File: config.mk
export PLATFORM = sky130hd
export DESIGN_NAME = szpd_ctrl
export DESIGN_NICKNAME = d
export VERILOG_FILES = /design/src/rtl/szpd_pkg.sv /design/src/rtl/szpd_ctrl.sv
export SDC_FILE = /design/constraint.sdc
export NUM_CORES = 1
export LEC_CHECK = 0
export BUFFER_PORTS_ARGS = -buffer_cell sky130_fd_sc_hd__buf_2
export CAP_MARGIN = 20
export CORE_MARGIN = 1.5
export CORE_UTILIZATION = 43
export CTS_CLUSTER_DIAMETER = 150
export DETAILED_ROUTE_END_ITERATION = 10
export GPL_TIMING_DRIVEN = 0
export PLACE_DENSITY_LB_ADDON = 0.25
export SLEW_MARGIN = 15
export SYNTH_ARGS = -nofsm -noshare
export SYNTH_HDL_FRONTEND = slang
export SYNTH_SLANG_ARGS = --single-unit
File: constraint.sdc
create_clock -name clk_i -period 1.3 [get_ports clk_i]
set_input_delay 0.13 -clock clk_i [delete_from_list [all_inputs] [get_ports clk_i]]
set_output_delay 0.13 -clock clk_i [all_outputs]
set_load 0.05 [all_outputs]
File: src/rtl/szpd_pkg.sv
// Package: widths, constants and command/status types of the peak detector.
`default_nettype none
package szpd_pkg;

  localparam int SAMPLE_W   = 16;
  localparam int FIX_W      = 24;   // Q15.8 filtered values
  localparam int MAX_WINDOW = 64;
  localparam int WL_W       = 7;
  localparam int IDX_W      = $clog2(MAX_WINDOW);
  localparam int THR_W      = 12;
  localparam int INF_W      = 9;
  localparam int SUM_W      = 31;
  localparam int SQS_W      = 54;
  localparam int DIV_NUM_W  = 60;
  localparam int DIV_DEN_W  = 13;
  localparam int DIV_STEPS  = DIV_NUM_W / 2;
  localparam int DIV_CNT_W  = $clog2(DIV_STEPS);
  localparam int VAR_W      = 48;
  localparam int SD_W       = 24;
  localparam int SQRT_STEPS = VAR_W / 2;
  localparam int SQRT_CNT_W = $clog2(SQRT_STEPS);
  localparam int CFG_IDX_W  = 2;
  localparam int CFG_DATA_W = 12;

  localparam logic [CFG_IDX_W-1:0] CFG_WINDOW_LENGTH = 2'd0;
  localparam logic [CFG_IDX_W-1:0] CFG_THRESHOLD     = 2'd1;
  localparam logic [CFG_IDX_W-1:0] CFG_INFLUENCE     = 2'd2;

  localparam logic [WL_W-1:0]  WL_RESET  = 7'd30;
  localparam logic [THR_W-1:0] THR_RESET = 12'd896;
  localparam logic [INF_W-1:0] INF_RESET = 9'd128;
  localparam logic [INF_W-1:0] INF_ONE   = 9'd256;

  localparam logic [1:0] SIG_NONE = 2'b00;
  localparam logic [1:0] SIG_POS  = 2'b01;
  localparam logic [1:0] SIG_NEG  = 2'b11;

  typedef struct packed {
    logic accept;   // latch sample, restart series if first
    logic rd;       // ring read, detect operands
    logic det;      // flag decision, blend product
    logic sel;      // pick filtered value, square old entry
    logic wr;       // ring write, running sum
    logic acc;      // square sum, indexes, fill count
    logic prep;     // variance operands
    logic div_go;   // launch dividers
    logic sq_init;  // load square root unit
    logic sq_step;  // one root bit
    logic finish;   // load result register
  } szpd_cmd_t;

  typedef struct packed {
    logic full_after;
    logic div_done;
    logic out_busy;
  } szpd_sts_t;

endpackage
`default_nettype wire

File: src/rtl/szpd_ctrl.sv
// Controller: sequences one sample through the datapath.
`default_nettype none
module szpd_ctrl import szpd_pkg::*; (
  input  wire logic      clk_i,
  input  wire logic      rst_ni,
  input  wire logic      in_valid_i,
  output logic           in_ready_o,
  input  wire szpd_sts_t sts_i,
  output szpd_cmd_t      cmd_o
);
  localparam logic [3:0] ST_IDLE  = 4'd0;
  localparam logic [3:0] ST_RD    = 4'd1;
  localparam logic [3:0] ST_DET   = 4'd2;
  localparam logic [3:0] ST_SEL   = 4'd3;
  localparam logic [3:0] ST_WR    = 4'd4;
  localparam logic [3:0] ST_ACC   = 4'd5;
  localparam logic [3:0] ST_PREP  = 4'd6;
  localparam logic [3:0] ST_DIVGO = 4'd7;
  localparam logic [3:0] ST_DIVW  = 4'd8;
  localparam logic [3:0] ST_SQ    = 4'd9;
  localparam logic [3:0] ST_DONE  = 4'd10;

  logic [3:0]            state_q, state_d;
  logic [SQRT_CNT_W-1:0] cnt_q, cnt_d;

  always_comb begin
    state_d = state_q;
    cnt_d   = cnt_q;
    cmd_o   = '0;
    unique case (state_q)
      ST_IDLE: begin
        cmd_o.accept = in_valid_i;
        if (in_valid_i) state_d = ST_RD;
      end
      ST_RD:  begin cmd_o.rd  = 1'b1; state_d = ST_DET; end
      ST_DET: begin cmd_o.det = 1'b1; state_d = ST_SEL; end
      ST_SEL: begin cmd_o.sel = 1'b1; state_d = ST_WR;  end
      ST_WR:  begin cmd_o.wr  = 1'b1; state_d = ST_ACC; end
      ST_ACC: begin cmd_o.acc = 1'b1; state_d = ST_PREP; end
      ST_PREP: begin
        cmd_o.prep = 1'b1;
        state_d = sts_i.full_after ? ST_DIVGO : ST_DONE;
      end
      ST_DIVGO: begin cmd_o.div_go = 1'b1; state_d = ST_DIVW; end
      ST_DIVW: begin
        if (sts_i.div_done) begin
          cmd_o.sq_init = 1'b1;
          cnt_d   = '0;
          state_d = ST_SQ;
        end
      end
      ST_SQ: begin
        cmd_o.sq_step = 1'b1;
        cnt_d = cnt_q + 1'b1;
        if (cnt_q == SQRT_CNT_W'(SQRT_STEPS - 1)) state_d = ST_DONE;
      end
      ST_DONE: begin
        if (!sts_i.out_busy) begin
          cmd_o.finish = 1'b1;
          state_d = ST_IDLE;
        end
      end
      default: state_d = ST_IDLE;
    endcase
  end

  always_ff @(posedge clk_i or negedge rst_ni) begin
    if (!rst_ni) begin
      state_q <= ST_IDLE;
      cnt_q   <= '0;
    end else begin
      state_q <= state_d;
      cnt_q   <= cnt_d;
    end
  end

  assign in_ready_o = (state_q == ST_IDLE);
endmodule
`default_nettype wire

## After elaboration in Yosys (flattened, before gate mapping)

Cells that the tools add are included.

- Memories kept: 0
- Register bits after elaboration: 9
- Input port bits: 6
- Latch bits: 0
- Memory bits (writable): 0
- ROM bits: 0

- Bitwise operators: 0
- Mux-type cells: 21
- Reduce and logical (&&, ||, !) cells: 4
- Equal/unequal tests: 15
- Magnitude comparators: 0
- Shift operators: 0
- Add/sub/neg operators: 1
- Multiply operators: 0
- Div/mod/pow operators: 0

Operators by type and width:

| kind | count |
|---|---|
| 4-bit one-hot mux with 11 select lines | 1 |
| 4-bit two-way mux | 5 |
| 4-bit by 3-bit equality test with 1-bit output (second input constant) | 4 |
| 1-bit two-way mux | 13 |
| 4-bit equality test (second input constant) | 3 |
| 5-bit one-hot mux with 2 select lines | 1 |
| 4-bit by 2-bit equality test with 1-bit output (second input constant) | 2 |
| 2-bit != test (second input constant) | 4 |
| 5-bit by 1-bit adder with 5-bit output (second input constant) | 1 |
| 5-bit equality test (second input constant) | 1 |
| 5-bit two-way mux | 1 |
| 4-bit by 1-bit equality test with 1-bit output (second input constant) | 1 |
| 4-bit zero test | 1 |
| 4-bit AND reduction | 1 |
| 2-bit AND reduction | 1 |
| 2-bit nonzero test | 1 |

## Logic depth before layout (Yosys ltp)

Gate-level depths: netlist of the first run.

- Depth after elaboration: 3
- Depth in mapped cells: 5
- Gate-level depth less buffers: 5

## Least setup slack after synthesis of the first run

Ideal clock, no wire load.

- Kind: flip-flop to output port
- Start: reg state_q[1]
- End: out cmd_o[10] in the netlist's numbering
- Path slack: -1556 ps
- Arrival: 2726 ps
- Data required time: 1170 ps
- Cell stages (with the launch flop): 4
- Path through: dfrtp_1 buf_2 nor4_1 and2_1

RTL lines:

| what | RTL line | RTL |
|---|---|---|
| start, declared | szpd_ctrl.sv:23 | `logic [3:0] state_q, state_d;` |
| start signal, assigned | szpd_ctrl.sv:72 | `state_q <= state_d;` |
| end, declared | szpd_ctrl.sv:9 | `output szpd_cmd_t cmd_o` |

==> impl_metrics.toml, run 1 <==
[power_and_ir_drop]
ir_drop_v = 0.001797
p_leak_nw = 0.5419
power.density_nw_per_um2 = 2816

[clocking]
clockBufferDepth = 2
clock_latency_ns = 0.29
cts_root_buf = "clkbuf_4"
clk_pin_slew_ns = 0.07
ctsHtreeMaxLevel = 1
cts_tree = "yes"
clkSinkCount = 9
cts_buffers = 3

[synth]
netlist_area_sq_um = 594.3
synth_flop_cell = "dfrtp_1"
synth_edf_count = 0
yosysWarnings = 0
yosys.area.top_type_share_pct = 37.89
synthTopCellsByArea = "dfrtp_1, nor2_1, nor3_1"
yosysUniqueCellTypes = 30
synthArstFlopShare_pct = 100.0
synthesis.nets = 78
synthAdderAreaFrac_pct = 2.105
avgSynthCellArea_sq_um = 8.371
synthCells = 71
synth_compound_area_share_pct = 14.95
yosys.area_share.simple_pct = 35.37
synth_seq_cells = 9
synthTopCellsByCount = "nor2_1, dfrtp_1, nor3_1"
synthMuxAreaShare_pct = 2.526
yosys.area.top_type = "dfrtp_1"
synth_xor_area_share_pct = 2.947
synth_top_family_by_area = "simple AND/OR/NAND/NOR gates"
ys_seq_area_share_pct = 37.89
synth_most_common_cell = "nor2_1"

[routing]
wl_per_cell_microns = 21.70
drt-initial-drc-count = 38
drt_pass1_iterations = 4
drtAntennaViolNets = 0
viasPerCell = 6.152
wl_microns = 2713
num_vias = 769
drc = 0

[global_routing]
overflow = 0
grt_pass1_vias = 677
grt_pass1_wl_microns = 3201
grtUsageMet2_pct = 47.98
antenna_found_initial = 0
grt_usage_pct = 31.52
grt_max_degree = 11
use_met3_pct = 12.78
use_met1_pct = 39.52
busiest_layer = "met2"

[final_layout]
fin_area_sq_um = 1195
drive_gt1_share_pct = 60.00
diodes = 0
fin_nets = 118
syn_to_final_growth_pct = 101.1
filler_cell_count = 47

[placement]
place_congestion = 0.7444
place_area_sq_um = 807.0
port_buffers = 17
hpwl_microns = 1095

[sta]
finalSetupViolations = 20
fin_setup_tns_ns = -4.548
hold_viol_final = 0
fin_crit_ns = 1.629
fmax_mhz = 613.8
maxSlewViolCount = 0
finalClockSkew_ns = 0.002889
grt_setup_unrepaired = "yes"
slew_headroom_pct = 80.67
fin_ws_ns = -0.3292
fin_crit_sh_pct = 125.3
tightest_slew_ns = 0.2877

[die]
io_pins = 18
design.core.area_sq_um = 1301
fp.dieW_microns = 40.18
initial_core_util_pct = 45.67
die_h_microns = 40.18
std_cell_rows = 13
die-area_sq_um = 1614

[critical_path]
reg2reg_slack_ns = -0.31
critPathLaunchType = "flip-flop"
r2r-end = "cnt_q[2]"
r2r-start = "state_q[2]"
end_kind = "output pin"
cp.required_ns = 1.17
cp_data_arrival_time_ns = 1.50
r2r_cells = 4
crit_type = "flip-flop to output pin"
critPathMaxFanout = 10

[hold_path]
min_path_cells = 2
whs_endpoint = "state_q[1]"
hp-start = "sts_i[0]"
hold_class = "input pin to flip-flop"

[outcome]
status = "complete, but fails checks"
violations = "setup timing"

[run]
maxCapViolCount = 0
## timing repair
action,4_1_cts,5_1_grt
cloned,2,0
hold buffers,1,0
gates resized for setup,46,17
hold endpoints to repair,9,0
pin swaps,7,6
endpoints found under the setup margin,20,21
buffers inserted,12,4
## state kept, by name, summed over array words and instances, names as in the netlist
register,flops
state_q,4
cnt_q,5
## power by group
group	internal, mW	switching, mW
logic	1.17	1.40
registers	0.403	0.149
clock network	0.120	0.128
## cell type report
| cell class | instances | area [sq um] | area share [%] |
|---|---|---|---|
| Sequential cell | 9 | 227.7 | 19.06 |
| Timing Repair Buffer | 35 | 351.6 | 29.42 |
| Buffer | 5 | 57.56 | 4.817 |
| Clock buffer | 4 | 26.28 | 2.199 |
| Multi-Input combinational cell | 56 | 509.2 | 42.62 |
| Tap cell | 15 | 18.77 | 1.571 |
| Inverter | 1 | 3.754 | 0.3141 |
## placed cells by master (no fill, tap or decap), types with 2 or more instances in the layout
cell type / Yosys / final
buf_6: 0 / 13
buf_4: 0 / 11
nor2_1: 10 / 7
dfrtp_1: 9 / 7
buf_8: 0 / 6
nor3_4: 0 / 5
buf_2: 2 / 5
clkbuf_4: 0 / 4
o21ai_1: 3 / 4
nand2b_4: 0 / 3
nor2_4: 0 / 3
a22o_1: 3 / 3
a21oi_1: 3 / 3
clkbuf_8: 0 / 2
nand3_1: 3 / 2
xnor2_1: 2 / 2
nand2_1: 4 / 2
nor3_1: 7 / 2
dfrtp_2: 0 / 2
## cell families after synthesis
| kind of cell | after synthesis |
|---|---|
| AO/OA/AOI/OAI | 14 |
| XOR/XNOR | 2 |
| adder cells (fa/ha/maj) | 1 |
| buffers and inverters | 6 |
| flip-flops | 9 |
| multiplexers | 1 |
| AND/OR/NAND/NOR | 38 |
## how the worst max path moves through the flow
| stage | from | endpoint | slack (ns) | depth (start not counted) |
|---|---|---|---|---|
| global placement | state_q[2] | cnt_q[0] | -0.21 | 3 |
| finish | state_q[3] | cmd_o[10] | -0.33 | 4 |
| global route | state_q[3] | cmd_o[10] | -0.38 | 4 |
| detailed placement | state_q[2] | cnt_q[0] | -0.21 | 3 |
| CTS | state_q[1] | cmd_o[10] | -0.24 | 4 |
| floorplan | state_q[2] | cmd_o[10] | -0.44 | 3 |
## worst max-delay path, stage by stage (launching register included)
cell	delay, ns
dfrtp_2	0.45
clkbuf_4	0.24
nor4_4	0.19
and2_4	0.19
buf_8	0.14
## through the flow
step	hold WS [ns]	util, %	setup WS, ns	std cells	power (mW)
floorplan	-0.1656	-	-0.4400	71	1.747
finish	0.1486	91.83	-0.3292	125	3.365
CTS	0.1443	84.62	-0.2406	122	2.906
global placement	-0.01287	62.02	-0.2126	103	1.982
global route	0.1424	91.83	-0.3773	125	3.485
detailed placement	-0.01203	62.02	-0.2124	103	2.019
## routing by layer
metal	vias up	wire length (microns)
li1	334	-
met1	375	1080
met2	44	1282
met3	16	187
met4	0	163
met5	-	0
Power figures use the tool's default switching activity.
==> run 2, diff against run 1 <==
--- a/config.mk
+++ b/config.mk
@@ -5,10 +5,11 @@
 export SDC_FILE = /design/constraint.sdc
 export NUM_CORES = 1
 export LEC_CHECK = 0
+export ABC_AREA = 1
 export BUFFER_PORTS_ARGS = -buffer_cell sky130_fd_sc_hd__buf_2
 export CAP_MARGIN = 20
 export CORE_MARGIN = 1.5
-export CORE_UTILIZATION = 43
+export CORE_UTILIZATION = 44
 export CTS_CLUSTER_DIAMETER = 150
 export DETAILED_ROUTE_END_ITERATION = 10
 export GPL_TIMING_DRIVEN = 0
==> run 2 against run 1 <==
  * Critical path type unchanged
  * Clock power shrank 8.9%
  * Sequential share of layout area rose by 0.99 points
  * Flip-flop and latch count stayed put
  * Final area fell by 3.9%
  * Maximum frequency increased by 9.3%
  * Die area increased by 6.1%
  * The run still ends with setup timing left
==> impl_metrics.toml, run 2 <==
[critical_path]
crit_path_max_incr_delay_ns = 0.46
r2r-end = "state_q[3]"
slowest_stage = "dfrtp_2"
crit_family = "flip-flops"
critPathMaxFanout = 6
end_kind = "output pin"
cp.required_ns = 1.17
r2r-start = "state_q[3]"
critPathBufInv = 3
r2r_cells = 8
reg2reg_slack_ns = -0.13
cp_cell_sequence = "inv_2, nor2_2, nand2_1, inv_1, buf_4"
crit_path_start = "state_q[0]"
cp_data_arrival_time_ns = 1.36
crit_type = "flip-flop to output pin"
critPathLaunchType = "flip-flop"

[final_layout]
diodes = 0
fin_nets = 139
reg_top3 = "cnt_q x5, state_q x4"
syn_to_final_growth_pct = 77.22
largest_reg_flops = 5
drive_gt1_share_pct = 58.78
mostFrequentLayoutCell = "nand2_1"
regMostFlops = "cnt_q"
post-route-util_pct = 86.12
layout_common_cells = "nand2_1, buf_6, buf_4"

[routing]
drc = 0
drtAntennaViolNets = 0
drt-initial-drc-count = 22
drt_pass1_iterations = 4
num_vias = 867
viasPerCell = 5.938
wl_microns = 2559
wl_per_cell_microns = 17.53

[placement]
port_buffers = 17
hpwl_microns = 1119
place_congestion = 0.8625

[power_and_ir_drop]
power.density_nw_per_um2 = 2495
p_leak_nw = 0.5663
fin_total_pwr_mw = 2.865
ir_drop_v = 0.001592

[clocking]
ctsHtreeMaxLevel = 1
clk_pin_slew_ns = 0.06
clockBufferDepth = 2
cts_root_buf = "clkbuf_4"
clock_latency_ns = 0.27
clkSinkCount = 9
cts_tree = "yes"
cts_buffers = 3

[hold_path]
hold_class = "input pin to flip-flop"
min_path_cells = 3
whs_endpoint = "state_q[2]"
hp-start = "sts_i[2]"

[die]
design.core.area_sq_um = 1334
io_pins = 18
die-area_sq_um = 1712
fp.dieW_microns = 41.38
die_h_microns = 41.38
std_cell_rows = 13
initial_core_util_pct = 48.59

[synth]
synthTopCellsByArea = "dfrtp_1, nand2_1, nor2_1"
synthArstFlopShare_pct = 100.0
synthTopCellsByCount = "nand2_1, nor2_1, inv_1"
yosysUniqueCellTypes = 20
netlist_area_sq_um = 648.1
synth_seq_cells = 9
synth_edf_count = 0
synth_flop_cell = "dfrtp_1"
synth_most_common_cell = "nand2_1"
yosys.area.top_type = "dfrtp_1"
synthesis.nets = 102
avgSynthCellArea_sq_um = 6.822
ys_seq_area_share_pct = 34.75
yosys.area.top_type_share_pct = 34.75
synthCells = 95
yosysWarnings = 0

[global_routing]
antenna_found_initial = 0
grt_max_degree = 10
grt_pass1_vias = 658
grt_pass1_wl_microns = 2849
grt_usage_pct = 27.06
overflow = 0

[sta]
finalClockSkew_ns = 0.007478
fin_crit_sh_pct = 114.7
maxSlewViolCount = 0
slew_headroom_pct = 84.88
fin_crit_ns = 1.491
fmax_mhz = 670.8
tightest_slew_ns = 0.2265
finalSetupViolations = 20
fin_ws_ns = -0.1908
grt_setup_unrepaired = "yes"
fin_setup_tns_ns = -2.094
hold_viol_final = 0

[outcome]
violations = "setup timing"
status = "complete, but fails checks"

[run]
maxCapViolCount = 0
==> run 2: changes by cell type after synthesis, sizes merged, moves of 4 or more <==
cell / change
nor3: -5
nand3: +6
nand2b: -4
nor2: +9
inv: +12
nand2: +27
==> run 2: logic make-up (layout without fill, tap and decap cells) <==
kind of cell    count (synthesis)  after routing  synth area share, %
xor+xnor                        1              1                1.352
simple gates                   62             62                45.17
flops                           9              9                34.75
buf+inv                        13             49                7.529
compound gates                  9              9                9.267
fa+ha+maj                       1              1                1.930
==> run 2: cell type report <==
class	instances	area, sq um
sequential	9	230.2
multi-input combinational	73	514.2
clock buffer	4	26.28
timing repair buffer	32	297.8
fill	76	185.2
tap	15	18.77
inverter	13	61.31
==> run 2: worst max-delay path by stage <==
stage                       endpoint  cells past startpoint
after floorplan           state_q[0]                      7
after CTS                  cmd_o[10]                      4
after global placement      cmd_o[2]                      5
after global routing        cmd_o[9]                      5
final                       cmd_o[9]                      5
after detailed placement    cmd_o[2]                      5
==> run 2: routing by layer <==
| metal | wire (microns) | share of wire (%) | track usage [%] |
|---|---|---|---|
| met1 | 1049 | 41 | 33.66 |
| met2 | 1221 | 48 | 43.75 |
| met3 | 209 | 8.2 | 10.11 |
| met4 | 78 | 3.0 | 7.258 |
| met5 | 0 | 0 | 0 |
==> run 2: stage by stage <==
step	cell area (sq um)	hold WS (ns)	setup WS [ns]	instances
3_3_place_gp	783.3	-0.01197	-0.07902	127
6_report	1149	0.1239	-0.1908	146
3_5_place_dp	783.3	-0.007948	-0.1128	127
2_1_floorplan	679.4	-0.1656	-0.1692	95
4_1_cts	985.9	0.1220	-0.1294	138
5_1_grt	1149	0.1558	-0.2226	146
==> run 2: timing repair <==
item                                   CTS  global route
gates resized for setup                 43            28
pin swaps                                3             5
buffers inserted                         6             8
setup endpoints to repair               17            15
hold buffers                             1             0
endpoints found under the hold margin    9             0
==> run 2: tightest hold or removal path, cell delays in order <==
cell and delay (ns):
buf_2 0.09, nand2_1 0.06, o221ai_1 0.07
==> run 2: where the power goes <==
group          internal (mW)  switching (mW)  leakage, nW
combinational          0.766            1.25        0.445
sequential             0.415           0.212        0.107
clock                  0.119           0.106       0.0150
total                   1.30            1.57        0.566
